**config.mk**
```make
export PLATFORM = sky130hd
export DESIGN_NAME = bitstream_run_length_decoder_unit
export DESIGN_NICKNAME = d
export VERILOG_FILES = /design/src/sv/rlbd_pkg.sv /design/src/sv/rlbd_fifo.sv /design/src/sv/rlbd_front.sv /design/src/sv/rlbd_back.sv /design/src/sv/bitstream_run_length_decoder_unit.sv
export SDC_FILE = /design/constraint.sdc
export NUM_CORES = 1
export LEC_CHECK = 0
export BUFFER_PORTS_ARGS = -buffer_cell sky130_fd_sc_hd__buf_2
export CORE_ASPECT_RATIO = 1.5
export CORE_MARGIN = 2
export CORE_UTILIZATION = 30
export DETAILED_ROUTE_END_ITERATION = 10
export SYNTH_ARGS = -nofsm -noshare
export SYNTH_HDL_FRONTEND = slang
export SYNTH_SLANG_ARGS = --single-unit
```
**constraint.sdc**
```tcl
create_clock -name clk -period 5.6 [get_ports clk]
set_input_delay 0.56 -clock clk [delete_from_list [all_inputs] [get_ports clk]]
set_output_delay 0.56 -clock clk [all_outputs]
set_load 0.005 [all_outputs]
```
**src/sv/rlbd_pkg.sv**
```systemverilog
// shared constants, types and helpers of the bit-packed run-length decoder
package rlbd_pkg;

	// default widths of the coded numbers and of one input word
	localparam int VALUE_BITS_DEF = 10;
	localparam int WORD_BITS_DEF  = 32;

	// fixed widths of the result fields
	localparam int SAMPLE_W = 10;
	localparam int REPEAT_W = 11;
	localparam int COUNT_W  = 16;

	// run results emitted per word at most
	localparam int MAX_RUNS = 16;

	// depth of the queues on either side of the parser
	localparam int QUEUE_DEPTH = 2;

	// per-word flags that travel with the data word
	typedef struct packed {
		logic               first;
		logic               last;
		logic [COUNT_W-1:0] expected;
	} word_ctrl_t;

	// one result beat
	typedef struct packed {
		logic                is_status;
		logic [SAMPLE_W-1:0] sample_value;
		logic [REPEAT_W-1:0] repeat_count;
		logic                error_flag;
		logic [COUNT_W-1:0]  words_used;
		logic                end_of_event;
	} result_t;

	// saturating increment of a 16-bit counter
	function automatic logic [COUNT_W-1:0] sat_inc16(input logic [COUNT_W-1:0] v);
		logic [COUNT_W-1:0] r;
		if (v == {COUNT_W{1'b1}}) begin
			r = v;
		end else begin
			r = v + COUNT_W'(1);
		end
		return r;
	endfunction

endpackage

```
**src/sv/rlbd_fifo.sv**
```systemverilog
// small first-word-fall-through queue built from registers
module rlbd_fifo #(
	parameter int WIDTH = 8,
	parameter int DEPTH = rlbd_pkg::QUEUE_DEPTH
) (
	input  logic             clk,
	input  logic             arst_n,
	input  logic             wr_en,
	input  logic [WIDTH-1:0] wr_data,
	output logic             full,
	input  logic             rd_en,
	output logic [WIDTH-1:0] rd_data,
	output logic             empty
);

	localparam int PTR_W = (DEPTH > 1) ? $clog2(DEPTH) : 1;
	localparam int CNT_W = $clog2(DEPTH + 1);
	localparam logic [PTR_W-1:0] LAST_PTR = PTR_W'(DEPTH - 1);

	logic [WIDTH-1:0] mem_q [DEPTH];
	logic [PTR_W-1:0] wr_ptr_q;
	logic [PTR_W-1:0] rd_ptr_q;
	logic [CNT_W-1:0] count_q;
	logic             wr_ok;
	logic             rd_ok;

	assign full    = (count_q == CNT_W'(DEPTH));
	assign empty   = (count_q == '0);
	assign wr_ok   = wr_en && !full;
	assign rd_ok   = rd_en && !empty;
	assign rd_data = mem_q[rd_ptr_q];

	// storage, no reset needed
	always_ff @(posedge clk) begin
		if (wr_ok) begin
			mem_q[wr_ptr_q] <= wr_data;
		end
	end

	// pointers and fill count
	always_ff @(posedge clk or negedge arst_n) begin
		if (!arst_n) begin
			wr_ptr_q <= '0;
			rd_ptr_q <= '0;
			count_q  <= '0;
		end else begin
			if (wr_ok) begin
				wr_ptr_q <= (wr_ptr_q == LAST_PTR) ? '0 : wr_ptr_q + PTR_W'(1);
			end
			if (rd_ok) begin
				rd_ptr_q <= (rd_ptr_q == LAST_PTR) ? '0 : rd_ptr_q + PTR_W'(1);
			end
			if (wr_ok && !rd_ok) begin
				count_q <= count_q + CNT_W'(1);
			end else if (rd_ok && !wr_ok) begin
				count_q <= count_q - CNT_W'(1);
			end
		end
	end

	// fill count never passes the depth
	a_count_bound: assert property (@(posedge clk) disable iff (!arst_n)
		count_q <= CNT_W'(DEPTH))
		else $error("queue fill count above depth");

	// writers look at full before writing
	a_no_wr_full: assert property (@(posedge clk) disable iff (!arst_n)
		wr_en |-> !full)
		else $error("queue written while full");

endmodule

```
**src/sv/rlbd_front.sv**
```systemverilog
// front end: takes input beats, drops words outside an event, queues the rest
module rlbd_front #(
	parameter int WORD_BITS = rlbd_pkg::WORD_BITS_DEF
) (
	input  logic                               clk,
	input  logic                               arst_n,
	input  logic                               push,
	output logic                               full,
	input  logic [WORD_BITS-1:0]               data_word,
	input  logic                               first_word,
	input  logic                               last_word,
	input  logic [rlbd_pkg::COUNT_W-1:0]       expected_samples,
	output logic                               q_valid,
	input  logic                               q_pop,
	output logic [WORD_BITS-1:0]               q_data,
	output rlbd_pkg::word_ctrl_t               q_ctrl
);

	localparam int CTRL_W = $bits(rlbd_pkg::word_ctrl_t);
	localparam int ENT_W  = WORD_BITS + CTRL_W;

	logic                 open_q;
	logic                 accept;
	logic                 in_event;
	logic                 q_push;
	logic                 q_empty;
	rlbd_pkg::word_ctrl_t in_ctrl;
	logic [ENT_W-1:0]     q_entry;

	assign accept   = push && !full;
	assign in_event = first_word || open_q;
	assign q_push   = accept && in_event;

	assign in_ctrl.first    = first_word;
	assign in_ctrl.last     = last_word;
	assign in_ctrl.expected = expected_samples;

	// event tracking: a first word opens, a last word closes
	always_ff @(posedge clk or negedge arst_n) begin
		if (!arst_n) begin
			open_q <= 1'b0;
		end else if (accept) begin
			open_q <= in_event && !last_word;
		end
	end

	rlbd_fifo #(
		.WIDTH (ENT_W),
		.DEPTH (rlbd_pkg::QUEUE_DEPTH)
	) u_word_queue (
		.clk     (clk),
		.arst_n  (arst_n),
		.wr_en   (q_push),
		.wr_data ({data_word, in_ctrl}),
		.full    (full),
		.rd_en   (q_pop),
		.rd_data (q_entry),
		.empty   (q_empty)
	);

	assign q_valid = !q_empty;
	assign q_data  = q_entry[ENT_W-1:CTRL_W];
	assign q_ctrl  = rlbd_pkg::word_ctrl_t'(q_entry[CTRL_W-1:0]);

endmodule

```
**src/sv/rlbd_back.sv**
```systemverilog
// back end: walks the bits of one queued word and emits run and status beats
module rlbd_back #(
	parameter int VALUE_BITS = rlbd_pkg::VALUE_BITS_DEF,
	parameter int WORD_BITS  = rlbd_pkg::WORD_BITS_DEF
) (
	input  logic                 clk,
	input  logic                 arst_n,
	input  logic                 in_valid,
	output logic                 in_pop,
	input  logic [WORD_BITS-1:0] in_data,
	input  rlbd_pkg::word_ctrl_t in_ctrl,
	output logic                 out_push,
	input  logic                 out_full,
	output rlbd_pkg::result_t    out_item
);

	localparam int CW    = rlbd_pkg::COUNT_W;
	localparam int SUM_W = CW + 1;
	localparam int BL_W  = $clog2(VALUE_BITS + 1);
	localparam int BI_W  = (WORD_BITS > 1) ? $clog2(WORD_BITS) : 1;
	localparam int RN_W  = $clog2(rlbd_pkg::MAX_RUNS + 1);
	localparam logic [BI_W-1:0] LAST_BIT = BI_W'(WORD_BITS - 1);
	localparam logic [BL_W-1:0] BL_FULL  = BL_W'(VALUE_BITS);
	localparam logic [RN_W-1:0] RUN_CAP  = RN_W'(rlbd_pkg::MAX_RUNS);

	// sequencer states
	localparam logic [1:0] ST_IDLE = 2'd0;
	localparam logic [1:0] ST_BITS = 2'd1;
	localparam logic [1:0] ST_DONE = 2'd2;

	// parse phases
	localparam logic [1:0] PH_VAL_IND = 2'd0;
	localparam logic [1:0] PH_VAL     = 2'd1;
	localparam logic [1:0] PH_RUN_IND = 2'd2;
	localparam logic [1:0] PH_RUN     = 2'd3;

	logic [1:0]            state_q, state_d;
	logic [1:0]            phase_q, phase_d;
	logic [BL_W-1:0]       bits_left_q, bits_left_d;
	logic [VALUE_BITS-1:0] val_acc_q, val_acc_d;
	logic [VALUE_BITS-1:0] run_acc_q, run_acc_d;
	logic [VALUE_BITS-1:0] held_q, held_d;
	logic [SUM_W-1:0]      samples_q, samples_d;
	logic [CW-1:0]         target_q, target_d;
	logic [CW-1:0]         word_idx_q, word_idx_d;
	logic [CW-1:0]         stop_q, stop_d;
	logic                  partial_q, partial_d;
	logic                  finished_q, finished_d;
	logic [BI_W-1:0]       bit_idx_q, bit_idx_d;
	logic [RN_W-1:0]       runs_q, runs_d;
	logic [WORD_BITS-1:0]  data_q, data_d;
	logic                  last_q, last_d;

	logic                  out_ready;
	logic                  load_first;
	logic                  cur_bit;
	logic [VALUE_BITS-1:0] val_shift;
	logic [VALUE_BITS-1:0] run_shift;
	logic                  pair;
	logic [SUM_W-1:0]      rc;
	logic [SUM_W-1:0]      sum_new;
	logic                  err;
	logic [CW-1:0]         used;

	assign out_ready  = !out_full;
	assign load_first = (state_q == ST_IDLE) && in_valid && in_ctrl.first;
	assign cur_bit    = data_q[bit_idx_q];

	// coded numbers arrive lsb first: shift in from the top
	assign val_shift = (val_acc_q >> 1) | (VALUE_BITS'(cur_bit) << (VALUE_BITS - 1));
	assign run_shift = (run_acc_q >> 1) | (VALUE_BITS'(cur_bit) << (VALUE_BITS - 1));

	// closing status of the event
	always_comb begin
		if (finished_q) begin
			err  = (samples_q != SUM_W'(target_q)) || (stop_q != word_idx_q);
			used = partial_q ? rlbd_pkg::sat_inc16(stop_q) : stop_q;
		end else begin
			err  = 1'b1;
			used = rlbd_pkg::sat_inc16(word_idx_q);
		end
	end

	// sequencer and bit parser
	always_comb begin
		state_d     = state_q;
		phase_d     = phase_q;
		bits_left_d = bits_left_q;
		val_acc_d   = val_acc_q;
		run_acc_d   = run_acc_q;
		held_d      = held_q;
		samples_d   = samples_q;
		target_d    = target_q;
		word_idx_d  = word_idx_q;
		stop_d      = stop_q;
		partial_d   = partial_q;
		finished_d  = finished_q;
		bit_idx_d   = bit_idx_q;
		runs_d      = runs_q;
		data_d      = data_q;
		last_d      = last_q;
		in_pop      = 1'b0;
		out_push    = 1'b0;
		out_item    = '0;
		pair        = 1'b0;
		rc          = '0;
		sum_new     = '0;

		unique case (state_q)
			ST_IDLE: begin
				if (in_valid) begin
					in_pop    = 1'b1;
					data_d    = in_data;
					last_d    = in_ctrl.last;
					bit_idx_d = '0;
					runs_d    = '0;
					state_d   = ST_BITS;
					if (in_ctrl.first) begin
						phase_d     = PH_VAL_IND;
						bits_left_d = '0;
						val_acc_d   = '0;
						run_acc_d   = '0;
						held_d      = '0;
						samples_d   = '0;
						word_idx_d  = '0;
						target_d    = in_ctrl.expected;
						finished_d  = (in_ctrl.expected == '0);
						stop_d      = '0;
						partial_d   = 1'b0;
					end
				end
			end
			ST_BITS: begin
				if (finished_q) begin
					state_d = ST_DONE;
				end else if (out_ready) begin
					unique case (phase_q)
						PH_VAL_IND: begin
							if (cur_bit) begin
								phase_d     = PH_VAL;
								bits_left_d = BL_FULL;
								val_acc_d   = '0;
							end else begin
								held_d  = '0;
								phase_d = PH_RUN_IND;
							end
						end
						PH_VAL: begin
							val_acc_d   = val_shift;
							bits_left_d = bits_left_q - BL_W'(1);
							if (bits_left_q == BL_W'(1)) begin
								held_d  = val_shift;
								phase_d = PH_RUN_IND;
							end
						end
						PH_RUN_IND: begin
							if (cur_bit) begin
								phase_d     = PH_RUN;
								bits_left_d = BL_FULL;
								run_acc_d   = '0;
							end else begin
								run_acc_d = '0;
								pair      = 1'b1;
								rc        = SUM_W'(1);
							end
						end
						default: begin
							run_acc_d   = run_shift;
							bits_left_d = bits_left_q - BL_W'(1);
							if (bits_left_q == BL_W'(1)) begin
								pair = 1'b1;
								rc   = SUM_W'(run_shift) + SUM_W'(1);
							end
						end
					endcase

					// a finished pair gives a run beat, up to MAX_RUNS per word, and counts toward the total
					if (pair) begin
						phase_d = PH_VAL_IND;
						if (runs_q < RUN_CAP) begin
							out_push              = 1'b1;
							out_item.sample_value = rlbd_pkg::SAMPLE_W'(held_d);
							out_item.repeat_count = rlbd_pkg::REPEAT_W'(rc);
							runs_d                = runs_q + RN_W'(1);
						end
						sum_new   = samples_q + rc;
						samples_d = sum_new;
						if (sum_new >= SUM_W'(target_q)) begin
							finished_d = 1'b1;
							if (bit_idx_q == LAST_BIT) begin
								stop_d    = rlbd_pkg::sat_inc16(word_idx_q);
								partial_d = 1'b0;
							end else begin
								stop_d    = word_idx_q;
								partial_d = 1'b1;
							end
						end
					end

					if (bit_idx_q == LAST_BIT) begin
						state_d = ST_DONE;
					end else begin
						bit_idx_d = bit_idx_q + BI_W'(1);
					end
				end
			end
			default: begin
				// close the word, with a status beat on the last one
				if (!last_q) begin
					word_idx_d = rlbd_pkg::sat_inc16(word_idx_q);
					state_d    = ST_IDLE;
				end else if (out_ready) begin
					out_push              = 1'b1;
					out_item.is_status    = 1'b1;
					out_item.error_flag   = err;
					out_item.words_used   = used;
					out_item.end_of_event = 1'b1;
					word_idx_d            = rlbd_pkg::sat_inc16(word_idx_q);
					state_d               = ST_IDLE;
				end
			end
		endcase
	end

	// word buffer, no reset needed
	always_ff @(posedge clk) begin
		data_q <= data_d;
	end

	// parser and event state
	always_ff @(posedge clk or negedge arst_n) begin
		if (!arst_n) begin
			state_q     <= ST_IDLE;
			phase_q     <= PH_VAL_IND;
			bits_left_q <= '0;
			val_acc_q   <= '0;
			run_acc_q   <= '0;
			held_q      <= '0;
			samples_q   <= '0;
			target_q    <= '0;
			word_idx_q  <= '0;
			stop_q      <= '0;
			partial_q   <= 1'b0;
			finished_q  <= 1'b0;
			bit_idx_q   <= '0;
			runs_q      <= '0;
			last_q      <= 1'b0;
		end else begin
			state_q     <= state_d;
			phase_q     <= phase_d;
			bits_left_q <= bits_left_d;
			val_acc_q   <= val_acc_d;
			run_acc_q   <= run_acc_d;
			held_q      <= held_d;
			samples_q   <= samples_d;
			target_q    <= target_d;
			word_idx_q  <= word_idx_d;
			stop_q      <= stop_d;
			partial_q   <= partial_d;
			finished_q  <= finished_d;
			bit_idx_q   <= bit_idx_d;
			runs_q      <= runs_d;
			last_q      <= last_d;
		end
	end

	// result beats only go out when the result queue has room
	a_push_room: assert property (@(posedge clk) disable iff (!arst_n)
		out_push |-> out_ready)
		else $error("result beat pushed into a full queue");

	// a status beat only closes a last word
	a_status_last: assert property (@(posedge clk) disable iff (!arst_n)
		(out_push && out_item.is_status) |-> ((state_q == ST_DONE) && last_q))
		else $error("status beat outside the close of a last word");

	// once stopped, decoding stays stopped until a new event starts
	a_stop_holds: assert property (@(posedge clk) disable iff (!arst_n)
		(finished_q && !load_first) |=> finished_q)
		else $error("decoding restarted without a first word");

endmodule

```
**src/sv/bitstream_run_length_decoder_unit.sv**
```systemverilog
// top level of the bit-packed run-length decoder: front, parser and result queue
//
//   channel  | handshake         | beat
//   ---------+-------------------+------------------------------------------------
//   input    | push / full       | data_word, first_word, last_word, expected_samples
//   result   | pop / empty       | is_status, sample_value, repeat_count,
//            |                   | error_flag, words_used, end_of_event
//
// each queued word goes through load, the serial bit parser at one bit per cycle
// while the result queue has room, and close; once the expected total is reached
// the remaining bits are skipped.
// a word outside an event is taken and dropped by the front end at once.
// a full result queue stalls the parser; the input queue takes words until full.
// reset clears both queues, closes any open event and zeroes the parser state.
module bitstream_run_length_decoder_unit #(
	parameter int VALUE_BITS = rlbd_pkg::VALUE_BITS_DEF,
	parameter int WORD_BITS  = rlbd_pkg::WORD_BITS_DEF
) (
	input  logic                          clk,
	input  logic                          arst_n,
	input  logic                          push,
	output logic                          full,
	input  logic [WORD_BITS-1:0]          data_word,
	input  logic                          first_word,
	input  logic                          last_word,
	input  logic [rlbd_pkg::COUNT_W-1:0]  expected_samples,
	output logic                          empty,
	input  logic                          pop,
	output logic                          is_status,
	output logic [rlbd_pkg::SAMPLE_W-1:0] sample_value,
	output logic [rlbd_pkg::REPEAT_W-1:0] repeat_count,
	output logic                          error_flag,
	output logic [rlbd_pkg::COUNT_W-1:0]  words_used,
	output logic                          end_of_event
);

	localparam int RES_W = $bits(rlbd_pkg::result_t);

	logic                 q_valid;
	logic                 q_pop;
	logic [WORD_BITS-1:0] q_data;
	rlbd_pkg::word_ctrl_t q_ctrl;
	logic                 res_push;
	logic                 res_full;
	rlbd_pkg::result_t    res_item;
	logic [RES_W-1:0]     head_bits;
	rlbd_pkg::result_t    head;

	rlbd_front #(
		.WORD_BITS (WORD_BITS)
	) u_front (
		.clk              (clk),
		.arst_n           (arst_n),
		.push             (push),
		.full             (full),
		.data_word        (data_word),
		.first_word       (first_word),
		.last_word        (last_word),
		.expected_samples (expected_samples),
		.q_valid          (q_valid),
		.q_pop            (q_pop),
		.q_data           (q_data),
		.q_ctrl           (q_ctrl)
	);

	rlbd_back #(
		.VALUE_BITS (VALUE_BITS),
		.WORD_BITS  (WORD_BITS)
	) u_back (
		.clk      (clk),
		.arst_n   (arst_n),
		.in_valid (q_valid),
		.in_pop   (q_pop),
		.in_data  (q_data),
		.in_ctrl  (q_ctrl),
		.out_push (res_push),
		.out_full (res_full),
		.out_item (res_item)
	);

	// result queue decouples the parser from the consumer
	rlbd_fifo #(
		.WIDTH (RES_W),
		.DEPTH (rlbd_pkg::QUEUE_DEPTH)
	) u_result_queue (
		.clk     (clk),
		.arst_n  (arst_n),
		.wr_en   (res_push),
		.wr_data (res_item),
		.full    (res_full),
		.rd_en   (pop),
		.rd_data (head_bits),
		.empty   (empty)
	);

	// oldest result onto the ports
	assign head         = rlbd_pkg::result_t'(head_bits);
	assign is_status    = head.is_status;
	assign sample_value = head.sample_value;
	assign repeat_count = head.repeat_count;
	assign error_flag   = head.error_flag;
	assign words_used   = head.words_used;
	assign end_of_event = head.end_of_event;

endmodule

```
* Word level (Yosys, flattened, before mapping)
Memory sizes are Yosys's and may differ from the RTL's.
Cells that the tools add are included.
** Word-level totals
- Register bits :: 157
- Latch bits :: 0
- Bits in writable memories :: 180
- ROM bits :: 0
- Output and inout port bits :: 42
- Word-level logic and storage cells :: 256
- Memories :: 2
** Memories
- u_front.u_word_queue.mem_q :: words 2, bits a word 50, rd ports 1, clocked after Yosys merged registers in 0, write ports 1, RTL line rlbd_fifo.sv:20 : logic [WIDTH-1:0] mem_q [DEPTH];
- u_result_queue.mem_q :: words 2, bits a word 40, rd ports 1, clocked after Yosys merged registers in 0, write ports 1, RTL line rlbd_fifo.sv:20
** Operators by class
- $add $sub $neg :: 15
- Multipliers :: 0
- Divide/modulo/power cells :: 0
- Order comparisons :: 3
- Equality and inequality tests :: 30
- Shift operators :: 0
- Muxes and demuxes :: 132
- Bitwise operators :: 4
- Reductions and logical operators :: 47
** Operators with widths (count)
- 16-bit two-way mux :: 13
- 17-bit two-way mux :: 9
- 10-bit case mux with 2 select lines :: 6
- 10-bit two-way mux :: 11
- 21-bit two-way mux :: 5
- 17-bit case mux with 2 select lines :: 2
- 16-bit case mux with 2 select lines :: 2
- 18-bit two-way mux :: 3
- 5-bit two-way mux :: 8
- 1-bit two-way mux :: 38
- 2-bit two-way mux :: 18
- 16-bit by 1-bit adder with 16-bit output (second input constant) :: 2
- 16-bit equality test (second input constant) :: 2
- 4-bit two-way mux :: 6
- 6-bit AND reduction :: 4
- 9-bit by 10-bit OR with 10-bit output :: 2
- 5-bit case mux with 2 select lines :: 2
- 17-bit adder :: 1
- 17-bit by 16-bit >= comparator with 1-bit output :: 1
- 17-bit by 16-bit inequality test with 1-bit output :: 1
- 16-bit zero test :: 1
- 16-bit inequality test :: 1
- 7-bit AND reduction :: 2
- 2-bit inequality test (second input constant) :: 6
- 36 further kinds :: 85

* Longest topological paths before layout
- Depth in word-level cells :: 16
- Gate-level depth with buffers :: 25
- Gate-level depth less buffers :: 23

* Hierarchy
Synthesis repeated with hierarchy kept, for this count alone.
** Second synthesis, totals
- Cell total of the unflattened synthesis :: 1314
- Area total of the unflattened synthesis :: 16479.6 µm²
** By module, submodules not included
- rlbd_back :: times used 1, cells an instance 988, area an instance 9072.5 µm², seq. area each 3813.7 µm²
- rlbd_fifo at u_front.u_word_queue :: times used 1, cells an instance 175, area an instance 4057.6 µm², seq. area each 3103.0 µm²
- rlbd_fifo at u_result_queue :: times used 1, cells an instance 144, area an instance 3286.9 µm², seq. area each 2502.4 µm²
- rlbd_front :: times used 1, cells an instance 7, area an instance 62.6 µm², seq. area each 25.0 µm²

* Least setup slack after synthesis
OpenSTA, ideal clock, no wires.
- Path type :: flip-flop to flip-flop
- Start :: register u_back.bit_idx_q[1]
- End :: register u_back.stop_q[4]
- Setup time :: 75 ps
- Data arrival time :: 5113 ps
- Data required time :: 5525 ps
- Path slack :: 412 ps
- Stages on the path, launching flop included :: 23
- Path buffers :: 2
- Clock period less this slack :: 5188 ps
- Path through :: dfrtp_1 > buf_4 > mux4_2 > a22o_1 > or2_4 > nor4b_4 > o21bai_1 > ha_1 > fa_1 > a21oi_1 > o311ai_0 > a221o_1 > maj3_1 > nand2_1 > xnor2_1 > ha_1 > a211oi_1 > nand2_1 > o21ai_0 > nand3_1 > o31ai_4 > buf_6 > o2bb2ai_2
** Between the ends
- Word-level cells in the longest chain between the ends :: 13
- Elaborated cells on any way between the ends :: 27
- Classes of those cells :: add/sub: 2; order compare: 1; eq/ne: 3; mux: 19; bitwise: 1; reduce/logical: 1
** RTL lines
- from (decl) :: RTL line rlbd_back.sv:49 : logic [BI_W-1:0] bit_idx_q, bit_idx_d;
- from (signal assigned) :: RTL line rlbd_back.sv:261 : bit_idx_q <= bit_idx_d;
- 1-bit binary-select mux with 5-bit select :: RTL line rlbd_back.sv:67 : assign cur_bit = data_q[bit_idx_q];
- 1-bit two-way mux (not written as such) :: RTL line rlbd_back.sv:67
- 9-bit by 10-bit OR with 10-bit output :: RTL line rlbd_back.sv:71 : assign run_shift = (run_acc_q >> 1) | (VALUE_BITS'(cur_bit) << (VALUE_BITS - 1));
- 10-bit by 1-bit adder with 11-bit output :: RTL line rlbd_back.sv:172 : rc = SUM_W'(run_shift) + SUM_W'(1);
- 17-bit two-way mux :: RTL line rlbd_back.sv:170 : if (bits_left_q == BL_W'(1)) begin
- 17-bit case mux with 2 select lines :: RTL line rlbd_back.sv:137 : unique case (phase_q)
- 17-bit two-way mux :: RTL line rlbd_back.sv:136 : end else if (out_ready) begin
- 17-bit two-way mux :: RTL line rlbd_back.sv:134 : if (finished_q) begin
- 17-bit two-way mux :: RTL line rlbd_back.sv:109 : unique case (state_q)
- 17-bit adder :: RTL line rlbd_back.sv:186 : sum_new = samples_q + rc;
- 17-bit by 16-bit >= comparator with 1-bit output :: RTL line rlbd_back.sv:188 : if (sum_new >= SUM_W'(target_q)) begin
- 2-bit by 1-bit inequality test with 1-bit output (no source line)
- 7-bit AND reduction (no source line)
- to (signal assigned) :: RTL line rlbd_back.sv:258 : stop_q <= stop_d;
- to (decl) :: RTL line rlbd_back.sv:46 : logic [CW-1:0] stop_q, stop_d;
Several ways; a longest one is shown, not always the timed one. The select of a mux whose other input is x is not followed.
A chain may end at the register's enable or synchronous reset.

* Worst setup path in the final report
- Start :: register u_back.bit_idx_q[1]
- End :: register u_back.stop_q[12]
Same word-level chain as after synthesis.

==> results.cfg <==
[critical_path]
timing.critical_path.max_delay_family = simple AND/OR/NAND/NOR gates
startpoint = u_back.bit_idx_q[1]
slowest_stage = mux4_2
worst-path-buf-inv = 4
worst-setup-path-type = register to register
cp.arrival_ps = 5810
worst_path_most_repeated_cell = nand4_1
r2r_start = u_back.bit_idx_q[1]
rrSetupSlack_ps = 250
required_ps = 6060
r2r_cells = 25
r2r-end = u_back.stop_q[12]
critPathCaptureType = register
slowest_delay_ps = 490
crit_path_max_fanout = 8
cp-start-kind = register

[routing]
drt-wirelength-per-cell_um = 17.4
num_vias = 10500
ant_nets = 0
vias_per_cell = 4.91
drt_iter0_markers = 581
routed_wl_um = 37100
drc = 0
dr.pass1.iters = 4

[yosys]
synth_nets = 1416
ys_ff_latch = 333
ys.flop_type = edfxtp_1
synth.distinct_cells = 71
ys_seq_area_share_pct = 58.7
synth-edff-count = 210
synth.avg_cell_area_um2 = 12.1
synth_cells = 1321
syn_area_mm2 = 0.0160
ys_warn_count = 0
ys_async_sr_fraction_pct = 36.9

[timing]
min_period_ps = 5350
worst_slew_pin_slew_ps = 1160
slew_viol_final = 0
slew_headroom_pct = 22.2
fin_setup_tns_ps = 0
fmax_ghz = 0.187
fin_crit_sh_pct = 95.5
final_hold_viol_count = 0
report.final.setup_viol = 0
fin_worst_skew_ps = 28.7
worst_slack_ps = 252

[floorplanning]
die_h_um = 287
start_util_pct = 30.3
num_io_pins = 96
die_w_um = 192
die_area_mm2 = 0.0552
core_mm2 = 0.0527
fp-row-count = 103

[clocking]
cts_root_buf = clkbuf_16
h-tree-depth = 2
cts_sinks = 333
worstSkewPairLatency_ps = 550
tritoncts = done
clock_path_buffers = 3
numCtsBuffers = 35
cts_hold_buf = 0
cts.reportedPaths.clkPinSlew_ps = 60

[global_route]
grt_overflow = 0
grt_max_degree = 67
grt_pass1_vias = 10800
grt_usage_pct = 13.6
grt_pass1_wl_um = 58800
antenna_found_initial = 1

[pwr]
power.density_mw_per_mm2 = 463
total_power_mw = 8.61
p_leak_nw = 7.10
vdd_drop_max_v = 0.000302

[layout]
nets = 1515
drive_gt1_share_pct = 21.6
syn_to_final_growth_pct = 16.4
utilization_pct = 35.3
fillers = 5091
final_common_cell = edfxtp_1
layout_common_cells = edfxtp_1 (210), dfrtp_1 (119), nand2_1 (112), nor2_1 (108), buf_2 (94)
final_cell_area_mm2 = 0.0186

[placed_design]
postPlaceCellArea_mm2 = 0.0173
dp_slack_ps = -241
port_buffers = 95
post-dp-hpwl_um = 26700
gp_congestion = 0.880

[flow_run]
drv_cap = 0

[run_status]
status = finished, final reports clean

[worst_hold_path]
min_path_type = primary input to asynchronous set/reset pin
metal layers:
metal	share of wire [%]	up-vias	wire (um)	global-route usage [%]
li1	-	5032	-	-
met1	39	5092	14600	15.4
met2	51	241	18800	23.9
met3	4.1	97	1530	2.15
met4	5.9	2	2210	7.92
met5	0.035	-	13	0
worst reg2reg max path: stages (launching register included):
cell	delay (ps)
dfrtp_2	400
buf_12	130
mux4_2	500
a22o_1	280
or2_4	270
nor4b_4	360
o21bai_4	200
ha_4	160
fa_2	210
a21oi_2	70
o311ai_2	250
a221o_1	250
maj3_2	220
nand2_2	90
xnor2_2	160
ha_1	320
buf_4	120
nand4_1	90
nor2_1	90
nand4_1	90
or3_1	370
nand3_2	120
buf_6	120
o21ai_4	90
clkbuf_16	200
o2bb2ai_1	130
power breakdown:
part	internal (mW)	leakage, nW	switching (mW)	total, mW
logic	1.11	3.00	1.61	2.72
registers	3.20	3.55	0.386	3.59
clock network	1.31	0.550	0.988	2.30
area by class of cell:
class | count | area (um2) | area share, %
repair buffers | 131 | 807 | 4.34
well taps | 682 | 853 | 4.59
clock buffers | 44 | 910 | 4.89
multi-input cells | 875 | 6260 | 33.6
clock inverters | 19 | 219 | 1.18
inverters | 44 | 165 | 0.888
flip-flops and latches | 333 | 9390 | 50.5
diodes | 1 | 2.50 | 0.0135
metrics by stage:
step | cells | hold WS (ps)
after floorplan | 1321 | 264
after global placement | 2060 | 475
after detailed placement | 2060 | 474
after CTS | 2124 | 164
after global routing | 2128 | 178
final | 2129 | 143
logic make-up after synthesis:
group                      after synthesis  share of synthesized area, %
and+or+nand+nor                        371                          11.0
adders and majority gates               43                          3.38
xor gates and xnor gates               103                          5.65
DFF                                    333                          58.7
AOI/OAI and AO/OA                      250                          10.5
muxes                                  108                          7.89
buffers and inverters                  113                          2.83
worst max path at each step:
stage                             end  cells after the start
finish              u_back.stop_q[12]                     25
global route        u_back.stop_q[12]                     25
floorplan            u_back.stop_q[4]                     22
global placement     u_back.partial_q                     20
CTS                  u_back.stop_q[0]                     23
detailed placement   u_back.stop_q[0]                     20
flip-flops by register name, indices dropped and copies added (netlist names), 9 cells and up:
| name | flops |
|---|---|
| u_back.run_acc_q | 9 |
| u_back.target_q | 16 |
| u_result_queue.mem_q | 78 |
| u_back.held_q | 10 |
| u_back.stop_q | 16 |
| u_back.samples_q | 17 |
| u_back.word_idx_q | 16 |
| u_back.data_q | 32 |
| u_front.u_word_queue.mem_q | 100 |
| u_back.val_acc_q | 9 |
what timing repair did:
action,in CTS,in global routing
endpoints found under the setup margin,17,18
gates cloned,0,1
pin swaps,1,13
resized for setup,0,21
setup buffers,1,3
synth_stat cells, types with 27 or more instances:
cell type	instances	area (um2)
edfxtp_1	210	6310
dfrtp_1	123	3080
nand2_1	113	424
nor2_1	111	417
mux2_2	74	833
o21ai_0	69	345
a21oi_1	58	290
clkbuf_1	54	203
xnor2_1	53	464
xor2_1	50	438
inv_1	44	165
ha_1	40	500
nand3_1	31	155
mux2i_1	27	270
nor3_1	27	135
Note: power is estimated with default switching activity, not from simulation.
